**config.mk**
```make
export PLATFORM = sky130hd
export DESIGN_NAME = power_sensor_poll_cache_retry
export DESIGN_NICKNAME = d
export VERILOG_FILES = /design/src/hw/rtl/pspcr_pkg.sv /design/src/hw/rtl/power_sensor_poll_cache_retry.sv /design/src/hw/rtl/pspcr_slot_store.sv /design/src/hw/rtl/pspcr_step.sv
export SDC_FILE = /design/constraint.sdc
export NUM_CORES = 2
export LEC_CHECK = 0
export BUFFER_PORTS_ARGS = -buffer_cell sky130_fd_sc_hd__buf_2
export CORE_ASPECT_RATIO = 1.25
export CORE_MARGIN = 2
export CORE_UTILIZATION = 50
export DETAILED_ROUTE_END_ITERATION = 7
export PLACE_DENSITY = 0.66
export SLEW_MARGIN = 20
export SYNTH_ARGS = -nofsm -noshare
export SYNTH_HDL_FRONTEND = slang
export SYNTH_SLANG_ARGS = --single-unit
```
**constraint.sdc**
```tcl
create_clock -name aclk -period 15.6 [get_ports aclk]
set_input_delay 3.12 -clock aclk [delete_from_list [all_inputs] [get_ports aclk]]
set_output_delay 3.12 -clock aclk [all_outputs]
set_load 0.05 [all_outputs]
```
**src/hw/rtl/pspcr_pkg.sv**
```systemverilog
package pspcr_pkg;

    localparam int NOW_W     = 32;
    localparam int ADDR_W    = 7;
    localparam int CHAN_W    = 2;
    localparam int OPT_W     = 8;
    localparam int RAW_W     = 16;
    localparam int VOLT_W    = 15;
    localparam int READING_W = 31;
    localparam int FAIL_W    = 3;
    localparam int AGE_W     = 16;
    localparam int CFG_IDX_W = 2;
    localparam int CFG_DAT_W = 16;
    localparam int S_DATA_W  = 88;
    localparam int M_DATA_W  = 56;
    localparam int CONF_W    = 16;

    localparam logic [CONF_W-1:0] CONF_WORD_32V = 16'h399F;
    localparam logic [CONF_W-1:0] CONF_WORD_16V = 16'h019F;
    localparam logic [OPT_W-1:0]  OPT_RANGE_32V = 8'd1;
    localparam logic [FAIL_W-1:0] FAIL_SAT      = 3'd7;

    localparam logic [CHAN_W-1:0] CHAN_VOLT    = 2'd0;
    localparam logic [CHAN_W-1:0] CHAN_CURRENT = 2'd1;
    localparam logic [CHAN_W-1:0] CHAN_POWER   = 2'd2;

    localparam logic [CFG_IDX_W-1:0] CFG_CACHE_AGE = 2'd0;
    localparam logic [CFG_IDX_W-1:0] CFG_RETRY     = 2'd1;
    localparam logic [CFG_IDX_W-1:0] CFG_ERR_LIMIT = 2'd2;

    typedef enum logic [1:0] {
        MODE_UNINIT = 2'd0,
        MODE_READY  = 2'd1,
        MODE_ERROR  = 2'd2
    } mode_t;

    typedef struct packed {
        mode_t                    mode;
        logic [FAIL_W-1:0]        fail_count;
        logic [NOW_W-1:0]         last_good_ms;
        logic                     cache_valid;
        logic [VOLT_W-1:0]        volt_mv;
        logic signed [RAW_W-1:0]  shunt;
        logic [NOW_W-1:0]         cache_time_ms;
    } slot_state_t;

    localparam slot_state_t SLOT_RESET = '0;

    typedef struct packed {
        logic [NOW_W-1:0]  now_ms;
        logic [CHAN_W-1:0] channel;
        logic [OPT_W-1:0]  range_option;
        logic              init_write_ok;
        logic              bus_read_ok;
        logic [RAW_W-1:0]  raw_bus_word;
        logic [RAW_W-1:0]  raw_shunt_word;
    } req_t;

    typedef struct packed {
        logic [AGE_W-1:0]  cache_age_ms;
        logic [AGE_W-1:0]  retry_ms;
        logic [FAIL_W-1:0] error_limit;
    } cfg_t;

    typedef struct packed {
        logic                        did_bus_read;
        logic [CONF_W-1:0]           config_word;
        logic                        did_config_write;
        logic signed [READING_W-1:0] reading;
        logic                        value_ok;
    } result_t;

endpackage

```
**src/hw/rtl/power_sensor_poll_cache_retry.sv**
```systemverilog
// Poll manager for a bus and shunt power monitor, with a per-slot reading
// cache and error retry. Each request item on the s_ channel names a device
// address (the address modulo SLOTS selects a slot), the current time, the channel and
// the outcomes of any bus traffic. Each request gives exactly one result
// item on the m_ channel: a reading when one is valid, and flags telling
// which bus operation the request issued.
// Configuration registers are written through cfg_wr_en, cfg_index and
// cfg_wdata. The user must write them only while no item is in flight;
// the block does not enforce this. An accepted item is registered and its
// slot state read from the slot memory; when the result register is free or
// the receiver takes its item, the result register is loaded and the slot
// is written back. The step is a slot read, update and write-back with one
// multiply. One item can be accepted every cycle while results are taken.
// A request that follows one to the same slot uses the forwarded state.
// Reset returns every slot to uninitialized with an empty cache and loads
// the register defaults. When the receiver stalls, the result register
// holds and s_tready drops once the request stage is also full.
module power_sensor_poll_cache_retry
    import pspcr_pkg::*;
#(
    parameter int SLOTS = 8
) (
    input  logic                 aclk,
    input  logic                 aresetn,
    input  logic                 s_tvalid,
    output logic                 s_tready,
    // now_ms, device_address, range_option, init_write_ok, bus_read_ok,
    // raw_bus_word, raw_shunt_word, zero fill
    input  logic [S_DATA_W-1:0]  s_tdata,
    // channel
    input  logic [CHAN_W-1:0]    s_tuser,
    output logic                 m_tvalid,
    input  logic                 m_tready,
    // value_ok, reading, did_config_write, config_word, did_bus_read, zero fill
    output logic [M_DATA_W-1:0]  m_tdata,
    input  logic                 cfg_wr_en,
    input  logic [CFG_IDX_W-1:0] cfg_index,
    input  logic [CFG_DAT_W-1:0] cfg_wdata
);

    localparam int SLOT_W = (SLOTS > 1) ? $clog2(SLOTS) : 1;
    localparam int ADDR_N = 2 ** ADDR_W;

    logic [SLOT_W-1:0] slot_lut [ADDR_N];

    generate
        for (genvar g = 0; g < ADDR_N; g++) begin : g_slot_lut
            localparam int SlotOf = g % SLOTS;
            assign slot_lut[g] = SlotOf[SLOT_W-1:0];
        end
    endgenerate

    cfg_t              cfg_reg;
    req_t              req_reg;
    logic [SLOT_W-1:0] slot_reg;
    logic              st_vld_reg;
    logic              m_tvalid_reg;
    result_t           m_res_reg;

    req_t              s_req;
    logic [SLOT_W-1:0] s_slot;
    logic              accept;
    logic              advance;
    logic              st_fire;
    slot_state_t       cur_state;
    slot_state_t       nxt_state;
    result_t           res;

    assign s_req.now_ms         = s_tdata[31:0];
    assign s_req.range_option   = s_tdata[46:39];
    assign s_req.init_write_ok  = s_tdata[47];
    assign s_req.bus_read_ok    = s_tdata[48];
    assign s_req.raw_bus_word   = s_tdata[64:49];
    assign s_req.raw_shunt_word = s_tdata[80:65];
    assign s_req.channel        = s_tuser;
    assign s_slot               = slot_lut[s_tdata[38:32]];

    assign advance  = !m_tvalid_reg || m_tready;
    assign st_fire  = st_vld_reg && advance;
    assign s_tready = !st_vld_reg || advance;
    assign accept   = s_tvalid && s_tready;

    assign m_tvalid = m_tvalid_reg;
    assign m_tdata  = {{(M_DATA_W - $bits(result_t)){1'b0}}, m_res_reg};

    always_ff @(posedge aclk) begin
        if (!aresetn) begin
            cfg_reg.cache_age_ms <= AGE_W'(100);
            cfg_reg.retry_ms     <= AGE_W'(2000);
            cfg_reg.error_limit  <= FAIL_W'(5);
        end else if (cfg_wr_en) begin
            case (cfg_index)
                CFG_CACHE_AGE: cfg_reg.cache_age_ms <= cfg_wdata[AGE_W-1:0];
                CFG_RETRY:     cfg_reg.retry_ms     <= cfg_wdata[AGE_W-1:0];
                CFG_ERR_LIMIT: cfg_reg.error_limit  <= cfg_wdata[FAIL_W-1:0];
                default: begin
                end
            endcase
        end
    end

    always_ff @(posedge aclk) begin
        if (accept) begin
            req_reg  <= s_req;
            slot_reg <= s_slot;
        end
        if (st_fire) begin
            m_res_reg <= res;
        end
    end

    always_ff @(posedge aclk) begin
        if (!aresetn) begin
            st_vld_reg   <= 1'b0;
            m_tvalid_reg <= 1'b0;
        end else begin
            if (accept) begin
                st_vld_reg <= 1'b1;
            end else if (st_fire) begin
                st_vld_reg <= 1'b0;
            end
            if (st_fire) begin
                m_tvalid_reg <= 1'b1;
            end else if (m_tready) begin
                m_tvalid_reg <= 1'b0;
            end
        end
    end

    pspcr_slot_store #(
        .SLOTS  (SLOTS),
        .SLOT_W (SLOT_W)
    ) u_store (
        .aclk    (aclk),
        .aresetn (aresetn),
        .rd_en   (accept),
        .rd_slot (s_slot),
        .wr_en   (st_fire),
        .wr_slot (slot_reg),
        .wr_data (nxt_state),
        .rd_data (cur_state)
    );

    pspcr_step u_step (
        .req (req_reg),
        .cur (cur_state),
        .cfg (cfg_reg),
        .nxt (nxt_state),
        .res (res)
    );

    a_accept_fills_stage: assert property (@(posedge aclk) disable iff (!aresetn)
        accept |=> st_vld_reg)
        else $error("accepted item did not reach the request stage");

    a_empty_stage_ready: assert property (@(posedge aclk) disable iff (!aresetn)
        !st_vld_reg |-> s_tready)
        else $error("input stalled with an empty request stage");

    a_one_bus_op: assert property (@(posedge aclk) disable iff (!aresetn)
        m_tvalid_reg |-> !(m_res_reg.did_config_write && m_res_reg.did_bus_read))
        else $error("result reports both a config write and a register read");

    a_no_value_on_write: assert property (@(posedge aclk) disable iff (!aresetn)
        m_tvalid_reg && m_res_reg.did_config_write |-> !m_res_reg.value_ok)
        else $error("value returned on a configuration write item");

    a_fire_loads_output: assert property (@(posedge aclk) disable iff (!aresetn)
        st_fire |=> m_tvalid_reg)
        else $error("processed item did not reach the output register");

endmodule

```
**src/hw/rtl/pspcr_slot_store.sv**
```systemverilog
module pspcr_slot_store
    import pspcr_pkg::*;
#(
    parameter int SLOTS  = 8,
    parameter int SLOT_W = 3
) (
    input  logic              aclk,
    input  logic              aresetn,
    input  logic              rd_en,
    input  logic [SLOT_W-1:0] rd_slot,
    input  logic              wr_en,
    input  logic [SLOT_W-1:0] wr_slot,
    input  slot_state_t       wr_data,
    output slot_state_t       rd_data
);

    slot_state_t       state_mem [SLOTS];
    slot_state_t       mem_q_reg;
    slot_state_t       byp_data_reg;
    logic              byp_hit_reg;
    logic              touched_q_reg;
    logic [SLOTS-1:0]  touched_reg;

    always_ff @(posedge aclk) begin
        if (wr_en) begin
            state_mem[wr_slot] <= wr_data;
        end
        if (rd_en) begin
            mem_q_reg    <= state_mem[rd_slot];
            byp_data_reg <= wr_data;
        end
    end

    always_ff @(posedge aclk) begin
        if (!aresetn) begin
            touched_reg   <= '0;
            touched_q_reg <= 1'b0;
            byp_hit_reg   <= 1'b0;
        end else begin
            if (wr_en) begin
                touched_reg[wr_slot] <= 1'b1;
            end
            if (rd_en) begin
                touched_q_reg <= touched_reg[rd_slot];
                byp_hit_reg   <= wr_en && (wr_slot == rd_slot);
            end
        end
    end

    // A write in the same cycle as the read to the same slot is forwarded.
    always_comb begin
        if (byp_hit_reg) begin
            rd_data = byp_data_reg;
        end else if (!touched_q_reg) begin
            rd_data = SLOT_RESET;
        end else begin
            rd_data = mem_q_reg;
        end
    end

endmodule

```
**src/hw/rtl/pspcr_step.sv**
```systemverilog
module pspcr_step
    import pspcr_pkg::*;
(
    input  req_t        req,
    input  slot_state_t cur,
    input  cfg_t        cfg,
    output slot_state_t nxt,
    output result_t     res
);

    logic [NOW_W-1:0]        retry_age;
    logic [NOW_W-1:0]        cache_age;
    logic                    refresh_due;
    logic [FAIL_W-1:0]       fail_inc;
    logic [VOLT_W-1:0]       new_volt;
    logic [VOLT_W-1:0]       use_volt;
    logic signed [RAW_W-1:0] use_shunt;
    logic signed [NOW_W-1:0] product;
    logic                    fresh;

    assign retry_age   = req.now_ms - cur.last_good_ms;
    assign cache_age   = req.now_ms - cur.cache_time_ms;
    assign refresh_due = !cur.cache_valid || (cache_age > NOW_W'(cfg.cache_age_ms));
    assign fail_inc    = (cur.fail_count < FAIL_SAT) ? cur.fail_count + 3'd1 : FAIL_SAT;
    assign new_volt    = {req.raw_bus_word[RAW_W-1:3], 2'b00};
    assign fresh       = !refresh_due || req.bus_read_ok;

    always_comb begin
        if (refresh_due) begin
            use_volt  = new_volt;
            use_shunt = signed'(req.raw_shunt_word);
        end else begin
            use_volt  = cur.volt_mv;
            use_shunt = cur.shunt;
        end
    end

    assign product = signed'({1'b0, use_volt}) * use_shunt;

    always_comb begin
        nxt = cur;
        res = '0;
        case (cur.mode)
            MODE_ERROR: begin
                if (retry_age > NOW_W'(cfg.retry_ms)) begin
                    nxt.mode       = MODE_UNINIT;
                    nxt.fail_count = '0;
                end
            end
            MODE_UNINIT: begin
                res.did_config_write = 1'b1;
                res.config_word = (req.range_option == OPT_RANGE_32V)
                                ? CONF_WORD_32V : CONF_WORD_16V;
                if (req.init_write_ok) begin
                    nxt.mode       = MODE_READY;
                    nxt.fail_count = '0;
                end else begin
                    nxt.mode       = MODE_ERROR;
                    nxt.fail_count = 3'd1;
                end
            end
            MODE_READY: begin
                if (refresh_due) begin
                    res.did_bus_read = 1'b1;
                    if (req.bus_read_ok) begin
                        nxt.volt_mv       = new_volt;
                        nxt.shunt         = signed'(req.raw_shunt_word);
                        nxt.cache_valid   = 1'b1;
                        nxt.cache_time_ms = req.now_ms;
                        nxt.last_good_ms  = req.now_ms;
                        nxt.fail_count    = '0;
                    end else begin
                        nxt.fail_count = fail_inc;
                        if (fail_inc >= cfg.error_limit) begin
                            nxt.mode = MODE_ERROR;
                        end
                    end
                end
                if (fresh) begin
                    case (req.channel)
                        CHAN_VOLT: begin
                            res.value_ok = 1'b1;
                            res.reading  = signed'(READING_W'(use_volt));
                        end
                        CHAN_CURRENT: begin
                            res.value_ok = 1'b1;
                            res.reading  = READING_W'(use_shunt);
                        end
                        CHAN_POWER: begin
                            res.value_ok = 1'b1;
                            res.reading  = product[READING_W-1:0];
                        end
                        default: begin
                            res.value_ok = 1'b0;
                        end
                    endcase
                end
            end
            default: begin
                nxt = cur;
            end
        endcase
    end

endmodule
```
==> impl_metrics.ini <==
[yosys]
ys_async_sr_fraction_pct = 0
synth_area_leader_cell = edfxtp_1
synth_mux_area_share_pct = 11.4
yosysMostFrequentCell = edfxtp_1
netlist_area_um2 = 57600
synth_flop_cell = edfxtp_1
synth_edf_count = 1122
synthAdderAreaFrac_pct = 10.9
yosys-top-cells-area = edfxtp_1 58%, mux4_2 8.0%, fa_1 6.3%
yosysUniqueCellTypes = 94
synth_compound_area_share_pct = 7.12
synth_cells = 3832
syn_avg_cell_area_um2 = 15.0
ys_warn_count = 0
synth_seq_cells = 1169
synthTopCellsByCount = 1122 x edfxtp_1, 302 x inv_1, 256 x nand2_1
synth_xor_area_share_pct = 1.11
yosysSeqAreaShare_pct = 60.1
yosys.area_share.simple_pct = 5.97
synth.top_cell.area_share_pct = 58.4
synth_top_family_by_area = multiplexers

[setup_path]
crit_arrival_ps = 15090
crit_slowest_cell = or4_2
end_kind = flop
cp_max_fo = 27
startpoint_type = flop
required_ps = 16150
max_stage_delay_ps = 950
critical_path_class = reg -> reg
crit_top_cell = fa_1

[timing]
fin_setup_tns_ps = 0
clock_skew_ps = 32.2
finalSetupViolCount = 0
hold_viol_final = 0
setup_ws_ps = 1060
min_period_ps = 14540
worst_pin_slew_ps = 1140
finalMaxSlewViolations = 0
min_period_over_period_pct = 93.2
rsz0062_at_grt = false
max_freq_ghz = 0.0688
maxSlewHeadroom_pct = 23.8

[clock_tree]
cts.reportedPaths.clkPinSlew_ps = 60
clockRootBuffer = clkbuf_16
htreeDepth = 3
cts_tree = done
ctsResizeCount = 0
cts.sinks = 1169
clock_latency_ps = 730
hold_buffers = 0
clk_path_buf_depth = 3
cts_made_buffers = 111

[drt]
vias = 32955
dr.pass1.iters = 5
drt_iter0_drc = 2755
drt_wl_total_mm = 137
dr.max_layer_used = met5
wl_met1_mm = 54.6
drtAntennaViolNets = 0
dr_wl_met2_mm = 69.2
drc = 0
vias_per_cell = 5.94
wl_per_cell_um = 24.6
met3WireLength_mm = 7.46

[pwr]
power_density_nw_per_um2 = 133
p_leak_nw = 23.2
vdd_drop_max_uv = 134

[floorplanning]
io_pins = 171
rows = 139
fp.dieH_um = 384
dieArea_um2 = 118000
coreArea_um2 = 115000
initial_core_util_pct = 50.3
die_w_um = 308

[cells_and_area]
final.fill_count = 9056
largest_reg_flops = 808
finalNonFillerCells = 5551
final_nets = 4475
drive_gt1_share_pct = 19.0
area_growth_pct = 10.4

[placed_design]
place_inst = 5343
dpl.hpwl_mm = 86.1
gp_congestion = 0.943
io_buffers = 144
place_ws_ps = 840

[global_routing]
overflow = 0
grt_usage_pct = 23.4
grt_pass1_vias = 33976
grt_start_max_net_pins = 107
antenna_found_initial = 5
grt_pass1_wl_mm = 207

[outcome]
status = complete, no violations

[job]
drv_cap = 0

[hold_path]
hold_path.class = reg -> reg
==> cell families after synthesis <==
| family | count (synthesis) |
|---|---|
| adder cells (fa/ha/maj) | 395 |
| AND/OR/NAND/NOR | 731 |
| AO/OA/AOI/OAI | 593 |
| other | 1 |
| multiplexers | 382 |
| XOR/XNOR | 73 |
| buffers and inverters | 488 |
| flip-flops | 1169 |
==> worst paths after layout <==
kind | from | end | slack [ps] | cells after the start
max | u_store.byp_hit_reg | m_tdata[31] | 1060 | 51
min | u_store.touched_reg[2] | u_store.touched_reg[2] | 460 | 1
max reg2reg | u_store.byp_hit_reg | m_tdata[31] | 1060 | 51
min reg2reg | u_store.touched_reg[2] | u_store.touched_reg[2] | 460 | 1
==> cell usage in the layout (no fill, tap or decap), drive strengths merged, types with 25 or more instances in the layout <==
cell | netlist | routed
clkinv | 0 | 50
nand2b | 27 | 27
nor3 | 28 | 28
o21ai | 53 | 53
nand3 | 25 | 25
a22oi | 68 | 68
ha | 204 | 204
mux2 | 152 | 152
inv | 303 | 309
fa | 181 | 181
dfxtp | 47 | 47
nor2 | 221 | 221
clkbuf | 110 | 137
a21o | 57 | 57
and2 | 29 | 29
mux2i | 26 | 26
nor2b | 28 | 28
a21boi | 36 | 36
mux4 | 204 | 204
nand2 | 257 | 257
buf | 75 | 206
a21oi | 186 | 186
a22o | 33 | 33
o21a | 26 | 26
edfxtp | 1122 | 1122
xnor2 | 50 | 50
==> through the flow <==
stage	util [%]	power, mW	hold WS [ps]	area, µm²
after CTS	55.5	8.49	467	63700
final	55.6	8.44	461	63700
after floorplan	-	5.30	435	57700
after global placement	52.4	5.80	442	60100
after global routing	55.5	8.87	479	63700
after detailed placement	52.4	5.82	453	60100
==> cell type report <==
type,instances,area [µm²],share of cell area [%]
Clock buffer,137,2960,4.64
Tap cell,1480,1850,2.91
Clock inverter,68,641,1.01
Timing Repair Buffer,206,1270,2.00
Inverter,303,1140,1.79
Antenna cell,2,5.00,0.00786
Multi-Input combinational cell,2186,21200,33.2
Sequential cell,1169,34600,54.4
==> critical path, delay by kind of cell (launching register included) <==
kind            cells  cell delay [ps]
xor+xnor            1              100
compound gates     17             4160
simple gates       14             3180
flops               1              580
buf+inv             5              540
mux                 1              530
fa+ha+maj          13             5170
==> layer usage <==
metal,global-route usage (%),vias to the layer above
met2,40.5,1018
met3,3.41,267
met1,29.8,16965
li1,-,14701
met4,9.01,4
met5,0,-
==> report_power, final <==
group	internal [mW]	switching [mW]	total, mW
clock	1.50	1.16	2.66
combinational	0.904	1.29	2.19
sequential	3.55	0.0388	3.59
total	5.95	2.49	8.44
==> what timing repair did <==
action | CTS | global route
setup buffers | 0 | 1
endpoints found under the setup margin | 0 | 1
endpoints found under the hold margin | 0 | 0
(Power assumes the default switching activity.)
